`config.mk`:
```
export PLATFORM = sky130hd
export DESIGN_NAME = rv32i_instruction_decoder_top
export DESIGN_NICKNAME = d
export VERILOG_FILES = /design/src/rtl/rvid_pkg.sv /design/src/rtl/rv32i_instruction_decoder_top.sv /design/src/rtl/rvid_decode.sv
export SDC_FILE = /design/constraint.sdc
export NUM_CORES = 1
export LEC_CHECK = 0
export BUFFER_PORTS_ARGS = -buffer_cell sky130_fd_sc_hd__buf_2
export CAP_MARGIN = 10
export CORE_UTILIZATION = 48
export DETAILED_ROUTE_END_ITERATION = 10
export GPL_TIMING_DRIVEN = 0
export PLACE_DENSITY_LB_ADDON = 0.05
export REMOVE_ABC_BUFFERS = 1
export SYNTH_ARGS = -nofsm -noshare
export SYNTH_HDL_FRONTEND = slang
export SYNTH_SLANG_ARGS = --single-unit
```
`constraint.sdc`:
```
create_clock -name i_clk -period 3.4 [get_ports i_clk]
set_clock_uncertainty 0.2 [all_clocks]
set_input_delay 0.51 -clock i_clk [delete_from_list [all_inputs] [get_ports i_clk]]
set_output_delay 0.51 -clock i_clk [all_outputs]
set_load 0.02 [all_outputs]
```
`src/rtl/rvid_pkg.sv`:
```
package rvid_pkg;

    localparam int unsigned IN_TDATA_W  = 32;
    localparam int unsigned OUT_TDATA_W = 56;

    localparam logic [31:0] HALT_WORD = 32'h0FF0_0513;
    localparam logic [4:0]  HALT_RS1  = 5'd10;

    // major opcodes
    localparam logic [6:0] OPC_LUI    = 7'b0110111;
    localparam logic [6:0] OPC_AUIPC  = 7'b0010111;
    localparam logic [6:0] OPC_JAL    = 7'b1101111;
    localparam logic [6:0] OPC_JALR   = 7'b1100111;
    localparam logic [6:0] OPC_BRANCH = 7'b1100011;
    localparam logic [6:0] OPC_LOAD   = 7'b0000011;
    localparam logic [6:0] OPC_STORE  = 7'b0100011;
    localparam logic [6:0] OPC_OP_IMM = 7'b0010011;
    localparam logic [6:0] OPC_OP     = 7'b0110011;

    localparam logic [6:0] F7_BASE = 7'b0000000;
    localparam logic [6:0] F7_ALT  = 7'b0100000;

    typedef enum logic [5:0] {
        OP_INVALID = 6'd0,
        OP_LUI     = 6'd1,
        OP_AUIPC   = 6'd2,
        OP_JAL     = 6'd3,
        OP_JALR    = 6'd4,
        OP_BEQ     = 6'd5,
        OP_BNE     = 6'd6,
        OP_BLT     = 6'd7,
        OP_BGE     = 6'd8,
        OP_BLTU    = 6'd9,
        OP_BGEU    = 6'd10,
        OP_LB      = 6'd11,
        OP_LH      = 6'd12,
        OP_LW      = 6'd13,
        OP_LBU     = 6'd14,
        OP_LHU     = 6'd15,
        OP_SB      = 6'd16,
        OP_SH      = 6'd17,
        OP_SW      = 6'd18,
        OP_ADDI    = 6'd19,
        OP_SLTI    = 6'd20,
        OP_SLTIU   = 6'd21,
        OP_XORI    = 6'd22,
        OP_ORI     = 6'd23,
        OP_ANDI    = 6'd24,
        OP_SLLI    = 6'd25,
        OP_SRLI    = 6'd26,
        OP_SRAI    = 6'd27,
        OP_ADD     = 6'd28,
        OP_SUB     = 6'd29,
        OP_SLL     = 6'd30,
        OP_SLT     = 6'd31,
        OP_SLTU    = 6'd32,
        OP_XOR     = 6'd33,
        OP_OR      = 6'd34,
        OP_AND     = 6'd35,
        OP_SRL     = 6'd36,
        OP_SRA     = 6'd37
    } t_op;

    typedef struct packed {
        t_op                op;
        logic [4:0]         dest_reg;
        logic [4:0]         src1_reg;
        logic [4:0]         src2_reg;
        logic signed [31:0] immediate;
        logic               halt;
    } t_dec_result;

endpackage

```
`src/rtl/rv32i_instruction_decoder_top.sv`:
```
// RV32I instruction decoder.
// Slave stream: one 32-bit instruction word per beat on i_s_axis_tdata.
// Master stream: one decoded result per beat; o_m_axis_tdata carries op,
// rd, rs1, rs2 and the immediate, o_m_axis_tuser carries the halt flag
// raised for the halt marker word 0x0FF00513.
// Two register stages: an input register holding the word and a result
// register after the decode logic. A beat accepted into the input register
// moves into the result register and is presented on the master side from there.
// Throughput is one beat per cycle while i_m_axis_tready stays high; each stage
// advances when the stage after it is empty or is being emptied in the same cycle.
// When the receiver holds i_m_axis_tready low the result register and
// then the input register fill; o_s_axis_tready drops only once both
// hold a beat, and no beat is lost or repeated.
// Reset (i_rst_n low at a clock edge) empties both stages. The block
// keeps no state between words.
module rv32i_instruction_decoder_top (
    input  logic                               i_clk,
    input  logic                               i_rst_n,
    input  logic                               i_s_axis_tvalid,
    output logic                               o_s_axis_tready,
    // [31:0] instr_word
    input  logic [rvid_pkg::IN_TDATA_W-1:0]    i_s_axis_tdata,
    output logic                               o_m_axis_tvalid,
    input  logic                               i_m_axis_tready,
    // [5:0] op, [10:6] dest_reg, [15:11] src1_reg, [20:16] src2_reg,
    // [52:21] immediate, [55:53] zero
    output logic [rvid_pkg::OUT_TDATA_W-1:0]   o_m_axis_tdata,
    // [0] halt
    output logic                               o_m_axis_tuser
);

    logic                  r_in_valid;
    logic [31:0]           r_in_word;
    logic                  r_out_valid;
    rvid_pkg::t_dec_result r_out;
    rvid_pkg::t_dec_result dec;
    logic                  out_adv;
    logic                  in_adv;

    assign out_adv         = !r_out_valid || i_m_axis_tready;
    assign in_adv          = r_in_valid && out_adv;
    assign o_s_axis_tready = !r_in_valid || out_adv;

    rvid_decode u_decode (
        .i_word   (r_in_word),
        .o_result (dec)
    );

    always_ff @(posedge i_clk) begin
        if (!i_rst_n) begin
            r_in_valid  <= 1'b0;
            r_out_valid <= 1'b0;
        end else begin
            if (o_s_axis_tready) begin
                r_in_valid <= i_s_axis_tvalid;
            end
            if (out_adv) begin
                r_out_valid <= r_in_valid;
            end
        end
    end

    always_ff @(posedge i_clk) begin
        if (o_s_axis_tready && i_s_axis_tvalid) begin
            r_in_word <= i_s_axis_tdata;
        end
        if (in_adv) begin
            r_out <= dec;
        end
    end

    assign o_m_axis_tvalid = r_out_valid;
    assign o_m_axis_tdata  = {3'd0, r_out.immediate, r_out.src2_reg, r_out.src1_reg,
                              r_out.dest_reg, r_out.op};
    assign o_m_axis_tuser  = r_out.halt;

    a_reset_empty: assert property (@(posedge i_clk)
        !i_rst_n |=> !r_out_valid && !r_in_valid)
        else $error("pipeline not empty after reset");

    a_advance: assert property (@(posedge i_clk) disable iff (!i_rst_n)
        in_adv |=> r_out_valid && r_out == $past(dec))
        else $error("decoded beat not moved into result register");

    a_halt_fields: assert property (@(posedge i_clk) disable iff (!i_rst_n)
        (r_out_valid && r_out.halt) |->
            (r_out.op == rvid_pkg::OP_INVALID && r_out.src1_reg == rvid_pkg::HALT_RS1
             && r_out.immediate == '0))
        else $error("halt result carries unexpected fields");

    a_shamt: assert property (@(posedge i_clk) disable iff (!i_rst_n)
        (r_out_valid && (r_out.op == rvid_pkg::OP_SLLI || r_out.op == rvid_pkg::OP_SRLI
                         || r_out.op == rvid_pkg::OP_SRAI)) |->
            (r_out.immediate[31:5] == '0))
        else $error("shift immediate wider than shamt");

endmodule

```
`src/rtl/rvid_decode.sv`:
```
module rvid_decode (
    input  logic [31:0]          i_word,
    output rvid_pkg::t_dec_result o_result
);

    logic [6:0]  opc;
    logic [2:0]  f3;
    logic [6:0]  f7;
    logic [4:0]  rd;
    logic [4:0]  rs1;
    logic [4:0]  rs2;
    logic [31:0] imm_i;
    logic [31:0] imm_s;
    logic [31:0] imm_b;
    logic [31:0] imm_j;
    logic [31:0] imm_u;
    logic [31:0] shamt;

    assign opc   = i_word[6:0];
    assign f3    = i_word[14:12];
    assign f7    = i_word[31:25];
    assign rd    = i_word[11:7];
    assign rs1   = i_word[19:15];
    assign rs2   = i_word[24:20];
    assign imm_i = {{20{i_word[31]}}, i_word[31:20]};
    assign imm_s = {{20{i_word[31]}}, i_word[31:25], i_word[11:7]};
    assign imm_b = {{19{i_word[31]}}, i_word[31], i_word[7], i_word[30:25],
                    i_word[11:8], 1'b0};
    assign imm_j = {{11{i_word[31]}}, i_word[31], i_word[19:12], i_word[20],
                    i_word[30:21], 1'b0};
    assign imm_u = {i_word[31:12], 12'd0};
    assign shamt = {27'd0, rs2};

    always_comb begin
        o_result = '0;
        o_result.op = rvid_pkg::OP_INVALID;
        if (i_word == rvid_pkg::HALT_WORD) begin
            o_result.halt     = 1'b1;
            o_result.src1_reg = rvid_pkg::HALT_RS1;
        end else begin
            unique case (opc)
                rvid_pkg::OPC_OP: begin
                    o_result.dest_reg = rd;
                    o_result.src1_reg = rs1;
                    o_result.src2_reg = rs2;
                    if (f7 == rvid_pkg::F7_BASE) begin
                        unique case (f3)
                            3'd0: o_result.op = rvid_pkg::OP_ADD;
                            3'd1: o_result.op = rvid_pkg::OP_SLL;
                            3'd2: o_result.op = rvid_pkg::OP_SLT;
                            3'd3: o_result.op = rvid_pkg::OP_SLTU;
                            3'd4: o_result.op = rvid_pkg::OP_XOR;
                            3'd5: o_result.op = rvid_pkg::OP_SRL;
                            3'd6: o_result.op = rvid_pkg::OP_OR;
                            3'd7: o_result.op = rvid_pkg::OP_AND;
                            default: o_result.op = rvid_pkg::OP_INVALID;
                        endcase
                    end else if (f7 == rvid_pkg::F7_ALT && f3 == 3'd0) begin
                        o_result.op = rvid_pkg::OP_SUB;
                    end else if (f7 == rvid_pkg::F7_ALT && f3 == 3'd5) begin
                        o_result.op = rvid_pkg::OP_SRA;
                    end
                end
                rvid_pkg::OPC_OP_IMM: begin
                    o_result.dest_reg  = rd;
                    o_result.src1_reg  = rs1;
                    o_result.immediate = imm_i;
                    unique case (f3)
                        3'd0: o_result.op = rvid_pkg::OP_ADDI;
                        3'd1: begin
                            if (f7 == rvid_pkg::F7_BASE) begin
                                o_result.op        = rvid_pkg::OP_SLLI;
                                o_result.immediate = shamt;
                            end
                        end
                        3'd2: o_result.op = rvid_pkg::OP_SLTI;
                        3'd3: o_result.op = rvid_pkg::OP_SLTIU;
                        3'd4: o_result.op = rvid_pkg::OP_XORI;
                        3'd5: begin
                            if (f7 == rvid_pkg::F7_BASE) begin
                                o_result.op        = rvid_pkg::OP_SRLI;
                                o_result.immediate = shamt;
                            end else if (f7 == rvid_pkg::F7_ALT) begin
                                o_result.op        = rvid_pkg::OP_SRAI;
                                o_result.immediate = shamt;
                            end
                        end
                        3'd6: o_result.op = rvid_pkg::OP_ORI;
                        3'd7: o_result.op = rvid_pkg::OP_ANDI;
                        default: o_result.op = rvid_pkg::OP_INVALID;
                    endcase
                end
                rvid_pkg::OPC_LOAD: begin
                    o_result.dest_reg  = rd;
                    o_result.src1_reg  = rs1;
                    o_result.immediate = imm_i;
                    unique case (f3)
                        3'd0:    o_result.op = rvid_pkg::OP_LB;
                        3'd1:    o_result.op = rvid_pkg::OP_LH;
                        3'd2:    o_result.op = rvid_pkg::OP_LW;
                        3'd4:    o_result.op = rvid_pkg::OP_LBU;
                        3'd5:    o_result.op = rvid_pkg::OP_LHU;
                        default: o_result.op = rvid_pkg::OP_INVALID;
                    endcase
                end
                rvid_pkg::OPC_STORE: begin
                    o_result.src1_reg  = rs1;
                    o_result.src2_reg  = rs2;
                    o_result.immediate = imm_s;
                    unique case (f3)
                        3'd0:    o_result.op = rvid_pkg::OP_SB;
                        3'd1:    o_result.op = rvid_pkg::OP_SH;
                        3'd2:    o_result.op = rvid_pkg::OP_SW;
                        default: o_result.op = rvid_pkg::OP_INVALID;
                    endcase
                end
                rvid_pkg::OPC_BRANCH: begin
                    o_result.src1_reg  = rs1;
                    o_result.src2_reg  = rs2;
                    o_result.immediate = imm_b;
                    unique case (f3)
                        3'd0:    o_result.op = rvid_pkg::OP_BEQ;
                        3'd1:    o_result.op = rvid_pkg::OP_BNE;
                        3'd4:    o_result.op = rvid_pkg::OP_BLT;
                        3'd5:    o_result.op = rvid_pkg::OP_BGE;
                        3'd6:    o_result.op = rvid_pkg::OP_BLTU;
                        3'd7:    o_result.op = rvid_pkg::OP_BGEU;
                        default: o_result.op = rvid_pkg::OP_INVALID;
                    endcase
                end
                rvid_pkg::OPC_JAL: begin
                    o_result.op        = rvid_pkg::OP_JAL;
                    o_result.dest_reg  = rd;
                    o_result.immediate = imm_j;
                end
                rvid_pkg::OPC_JALR: begin
                    o_result.op        = (f3 == 3'd0) ? rvid_pkg::OP_JALR
                                                      : rvid_pkg::OP_INVALID;
                    o_result.dest_reg  = rd;
                    o_result.src1_reg  = rs1;
                    o_result.immediate = imm_i;
                end
                rvid_pkg::OPC_AUIPC: begin
                    o_result.op        = rvid_pkg::OP_AUIPC;
                    o_result.dest_reg  = rd;
                    o_result.immediate = imm_u;
                end
                rvid_pkg::OPC_LUI: begin
                    o_result.op        = rvid_pkg::OP_LUI;
                    o_result.dest_reg  = rd;
                    o_result.immediate = imm_u;
                end
                // SYSTEM and unknown opcodes: everything stays zero
                default: o_result = '0;
            endcase
        end
    end

endmodule

```
* Word level (Yosys, flattened, before mapping)
Memories as Yosys holds them, arrays and structs flattened. A register that Yosys moved wholly into a read port is not among the register bits. Index checks and enable logic that the tools add are counted. W data, S select, Z words.
Cells by class: bitwise operators 3, reduce and logical (&&, ||, !) cells 18, muxes and demuxes 20, eq/ne operators 18
Operators with widths (count):
- $pmux W32 S6 | 1
- $mux W32 | 3
- $pmux W32 S2 | 1
- $pmux W6 S9 | 1
- $pmux W6 S8 | 1
- $eq A32 B28 Y1 const B | 1
- $eq A7 B6 Y1 const B | 4
- $pmux W4 S6 | 1
- $eq A7 B7 Y1 const B | 3
- $pmux W4 S5 | 1
- $mux W6 | 3
- $mux W5 | 3
- $pmux W5 S3 | 1
- $eq A7 B5 Y1 const B | 2
- $eq A3 B3 Y1 const B | 4
- $reduce_or A2 Y1 | 5
- $eq A7 B2 Y1 const B | 1
- $logic_not A7 Y1 | 1
- $reduce_or A7 Y1 | 1
- $eq A3 B2 Y1 const B | 2
- $mux W3 | 2
- $reduce_or A6 Y1 | 1
- $logic_and A1 B1 Y1 | 4
- $mux W4 | 1
- other kinds (7) | 11
Storage, ports and cells: logic and storage cells 70, output and inout port bits 59, bits in read-only memories 48, memories 1, bits in registers 88, input port bits 36
Memory list:
- (no name shown) | depth 8, width 6, read ports 1, clocked after memory_dff 1, wr ports 0, RTL line rvid_decode.sv:47 | unique case (f3)

* Logic depth before layout (Yosys ltp)
word-level depth 6, gate-level depth with buffers 7, gate-level depth less buffers 7

* Modules after synthesis
Synthesis repeated with hierarchy kept, for this count alone.
Unflattened totals: cells, all modules 321, area, all modules 4130.2 um^2
By module, submodules not included:
- rv32i_instruction_decoder_top | cells each 99, area an instance 2712.6 um^2, times used 1, seq. area each 2622.5 um^2
- rvid_decode | cells each 222, area an instance 1417.6 um^2, times used 1, seq. area each 0.0 um^2

* Worst setup path before layout
No wires, ideal clock.
kind input to register, from input i_m_axis_tready, to register r_out, in the netlist o_m_axis_tdata[0], enable pin, setup time 0.472 ns, slack -0.268 ns, path buffers 0, data arrival time 2.996 ns, stages on the path 2, required time 2.728 ns, cell sequence nor2b_1 > nor2b_1
Between the ends: cells in the longest elaborated chain, start to end 2
Ends and longest elaborated chain:
- from (decl) | RTL line rv32i_instruction_decoder_top.sv:24 | input logic i_m_axis_tready,
- $logic_or A1 B1 Y1 | RTL line rv32i_instruction_decoder_top.sv:40 | assign out_adv = !r_out_valid || i_m_axis_tready;
- $logic_and A1 B1 Y1 | RTL line rv32i_instruction_decoder_top.sv:41 | assign in_adv = r_in_valid && out_adv;
- via in_adv | RTL line rv32i_instruction_decoder_top.sv:38 | logic in_adv;
- to (signal assigned) | RTL line rv32i_instruction_decoder_top.sv:68 | r_out <= dec;
- to (decl) | RTL line rv32i_instruction_decoder_top.sv:35 | rvid_pkg::t_dec_result r_out;
The timed path passes the listed nets, and every way through them passes these cells. A chain may end at the register's enable or synchronous reset.

* Worst setup path in the final report
from register r_in_word[6], to register r_out, in the netlist o_m_axis_tdata[21], data pin
Between the ends: cells in the longest elaborated chain, start to end 3, elaborated cells on any way between the ends 12, those cells by class eq/ne (9); mux (1); reduce/logical (2)
Ends and longest elaborated chain:
- from (decl) | RTL line rv32i_instruction_decoder_top.sv:33 | logic [31:0] r_in_word;
- from (signal assigned) | RTL line rv32i_instruction_decoder_top.sv:65 | r_in_word <= i_s_axis_tdata;
- $eq A7 B5 Y1 (tied with other cells) | RTL line rvid_decode.sv:41 | unique case (opc)
- $reduce_or A2 Y1 (no line)
- $pmux W32 S6 | RTL line rvid_decode.sv:41
Parallel ways exist; a longest one is shown, timed or not.

==> results.cfg <==
[outcome]
outcome = complete, no violations

[worst_setup_path]
reg2reg_depth = 5
cp.required_ps = 3400
cp_slowest_cell = nor2_1
arrival_ps = 2970
r2r-start = r_in_word[6]$_DFFE_PP_
crit-reg2reg-capture = o_m_axis_tdata[21]$_SDFFCE_PN0P_
cp-end-kind = flip-flop
crit_chain = nand3b_1 -> mux2_2 -> nor2_1 -> o21bai_1 -> a21oi_1
worst-path-buf-inv = 0
critical-path-top-delay-family = simple AND/OR/NAND/NOR gates
slowest_delay_ps = 750
reg2reg_slack_ps = 430
critPathMaxFanout = 15
cp-start-kind = flip-flop
crit_type = flip-flop to flip-flop

[floorplanning]
core_sq_mm = 0.008258
die_area_sq_mm = 0.008993
start_util_pct = 50.09
row_count = 33
dieHeight_um = 94.83
io_pins = 95
die_width_um = 94.83

[timing]
finalMaxSlewViolations = 0
slew_headroom_pct = 32.99
rsz0062_at_grt = no
worstMarginPinSlew_ps = 1001
hold_viol_final = 0
setup_tns_ps = 0
fin_crit_sh_pct = 87.33
min_period_ps = 2969
timing.fmax_ghz = 0.3368
setup_viol_count_final = 0

[synthesis]
synth_flop_cell = edfxtp_1
ys_warn_count = 0
syn_area_sq_mm = 0.004136
synthCells = 312
synthMuxAreaShare_pct = 2.027
synthAdderAreaFrac_pct = 1.149
ys_async_sr_fraction_pct = 0
syn_avg_cell_area_sq_um = 13.26
ys_types = 57
synth_xor_area_share_pct = 0.2117
synth_top_family_by_area = simple AND/OR/NAND/NOR gates
yosys.area_share.simple_pct = 14.88
ys_seq_area_share_pct = 65.82
synth_seq_cells = 93
synth_compound_area_share_pct = 12.95
synth_edf_count = 86

[clocking]
cts_setup_buffers = 0
htree_levels = 3
cts_hold_repair.buffers = 0
clk_latency_ps = 360
root_buffer = clkbuf_8
path_clk_slew_ps = 100
clock_path_buffers = 2
numClockSinks = 93
cts_resized = 0
cts_tree = done
cts_inserted_buffers = 9

[layout]
final_cells = 510
layout-drive-gt1-share_pct = 29.63
fin_nets = 439
fillers = 739
fin_area_sq_mm = 0.004908
area_delta_synth_final_pct = 18.66
antenna_cells = 0

[min_path]
hp-class = input port to flip-flop
min_to = r_in_word[24]$_DFFE_PP_
hold_depth = 1
hp-start = i_s_axis_tdata[24]

[global_route]
antenna_found_initial = 0
grt-ovfl-total = 0
grt_max_degree = 33
grt_pass1_vias = 2521
grt_pass1_wl_um = 12990
grt_usage_pct = 19.79

[detailed_routing]
drtPass1Iterations = 4
totalWireLength_um = 8643
drc_errors = 0
wl_met2_um = 4304
ant_nets = 0
vias_per_cell = 5.492
vias = 2801
dr_wl_met3_um = 454
met1_length_um = 3765
top_layer = met4
wl_per_cell_um = 16.95
drtIter0Drc = 120

[flow_run]
maxCapViolCount = 0

[power_and_ir_drop]
p_leak_nw = 1.990
powerDensity_mw_per_mm2 = 471.1
ir_drop_uv = 267.5

[placed_design]
postPlaceCellArea_sq_mm = 0.004682
dp.cells = 493
gp_congestion = 0.8906
portBuffers = 91
dp_hpwl_um = 6054
[how the worst max path moves through the flow]
stage,from,end,slack (ps),cells after the start
after floorplan,i_m_axis_tready,o_m_axis_tdata[0]$_SDFFCE_PN0P_,-270,2
after global placement,i_m_axis_tready,o_m_axis_tdata[40]$_SDFFCE_PN0P_,-1310,3
after detailed placement,r_in_word[12]$_DFFE_PP_,o_m_axis_tdata[0]$_SDFFCE_PN0P_,540,5
after CTS,r_in_word[6]$_DFFE_PP_,o_m_axis_tdata[21]$_SDFFCE_PN0P_,520,5
after global routing,r_in_word[6]$_DFFE_PP_,o_m_axis_tdata[24]$_SDFFCE_PN0P_,260,5
final,r_in_word[6]$_DFFE_PP_,o_m_axis_tdata[21]$_SDFFCE_PN0P_,430,5
[synth_stat cells (all sizes together), types with 2 or more instances]
| master | instances | area [sq um] |
|---|---|---|
| inv | 8 | 30.03 |
| o21ai | 10 | 50.05 |
| nor4 | 3 | 18.77 |
| and3 | 5 | 31.28 |
| a21o | 22 | 165.2 |
| ha | 3 | 37.54 |
| a22oi | 4 | 30.03 |
| a31oi | 5 | 31.28 |
| o21a | 2 | 15.01 |
| o32a | 2 | 20.02 |
| a22o | 2 | 17.52 |
| edfxtp | 86 | 2582 |
| buf | 6 | 43.79 |
| a2bb2oi | 2 | 17.52 |
| nand3b | 2 | 15.01 |
| nand2 | 10 | 37.54 |
| dfxtp | 7 | 140.1 |
| nand4 | 4 | 25.02 |
| a21oi | 11 | 55.05 |
| mux2i | 5 | 50.05 |
| mux2 | 3 | 33.78 |
| a211oi | 3 | 22.52 |
| nor3 | 8 | 51.30 |
| nor2b | 10 | 62.56 |
| or4 | 5 | 41.29 |
| nand2b | 2 | 12.51 |
| and2 | 20 | 125.1 |
| clkbuf | 12 | 45.04 |
| nand4b | 3 | 26.28 |
| and3b | 2 | 17.52 |
| or3 | 4 | 25.02 |
| nor2 | 15 | 56.30 |
| or2 | 2 | 12.51 |
| nand3 | 5 | 25.02 |
[registers in the layout, summed over array words and instances, names as in the netlist, named ones only]
name             flops
r_in_valid           1
r_in_word           32
o_m_axis_tuser       1
o_m_axis_tvalid      1
o_m_axis_tdata      53
[where the power goes]
group,internal (mW),leakage (nW),switching (mW)
Sequential,1.32,0.850,0.0496
Combinational,0.0816,1.05,0.129
Clock,0.345,0.0931,0.389
Total,1.74,1.99,0.568
[cell families (layout without fill, tap and decap cells)]
| kind of cell | count (synthesis) | count (layout) |
|---|---|---|
| multiplexers | 8 | 8 |
| AND/OR/NAND/NOR | 103 | 103 |
| other | 1 | 3 |
| flip-flops | 93 | 93 |
| buffers and inverters | 26 | 117 |
| adder cells (fa/ha/maj) | 4 | 4 |
| AO/OA/AOI/OAI | 76 | 76 |
| XOR/XNOR | 1 | 1 |
[area by class of cell]
cell class | count | area [sq um] | area share [%]
repair buffers | 93 | 510.5 | 10.40
clock inverters | 6 | 71.32 | 1.453
multi-input cells | 195 | 1315 | 26.79
inverters | 8 | 30.03 | 0.6118
flip-flops and latches | 93 | 2723 | 55.47
clock buffers | 10 | 127.6 | 2.600
well taps | 105 | 131.4 | 2.677
[worst reg2reg max path: stages (launching register included)]
cell and delay (ps):
edfxtp_1 680, nand3b_1 350, mux2_2 360, nor2_1 750, o21bai_1 300, a21oi_1 180
[per-stage QoR]
stage          worst slack (ps)  hold slack [ps]  utilization [%]  power [mW]
6_report                  430.7            115.6            59.44       2.312
5_1_grt                   259.1            96.17            59.44       2.400
4_1_cts                   517.5            103.0            59.11       2.326
3_5_place_dp              540.0            323.1            56.70       1.602
3_3_place_gp              -1314            284.9            56.21       1.596
2_1_floorplan            -268.4            276.8                -       1.510
[metal layers]
layer	vias up	GRT usage [%]
met4	0	7.702
met3	11	3.140
met1	1329	25.61
li1	1367	-
met2	94	33.33
met5	-	0
[cell usage in the layout (no fill, tap or decap), types with 2 or more instances in the layout]
cell type,count
mux2i_1,5
conb_1,3
or3_1,4
a31oi_1,5
nand2b_1,2
clkbuf_8,9
a21oi_1,11
o21a_1,2
buf_2,91
nand3b_1,2
nand4_1,4
and2_1,20
a21o_1,22
and3_1,5
dfxtp_1,7
o32a_1,2
clkinvlp_4,2
a22oi_1,4
nor2_1,15
nand4b_1,3
or2_2,2
o21ai_0,10
mux2_2,3
a211oi_1,3
nand2_1,10
and3b_1,2
a2bb2oi_1,2
nand3_1,5
nor4_1,3
a22o_1,2
edfxtp_1,86
or4_1,4
nor3_1,6
nor2b_1,9
ha_1,3
clkinv_4,2
inv_1,8
buf_16,2
Power figures use the tool's default switching activity.
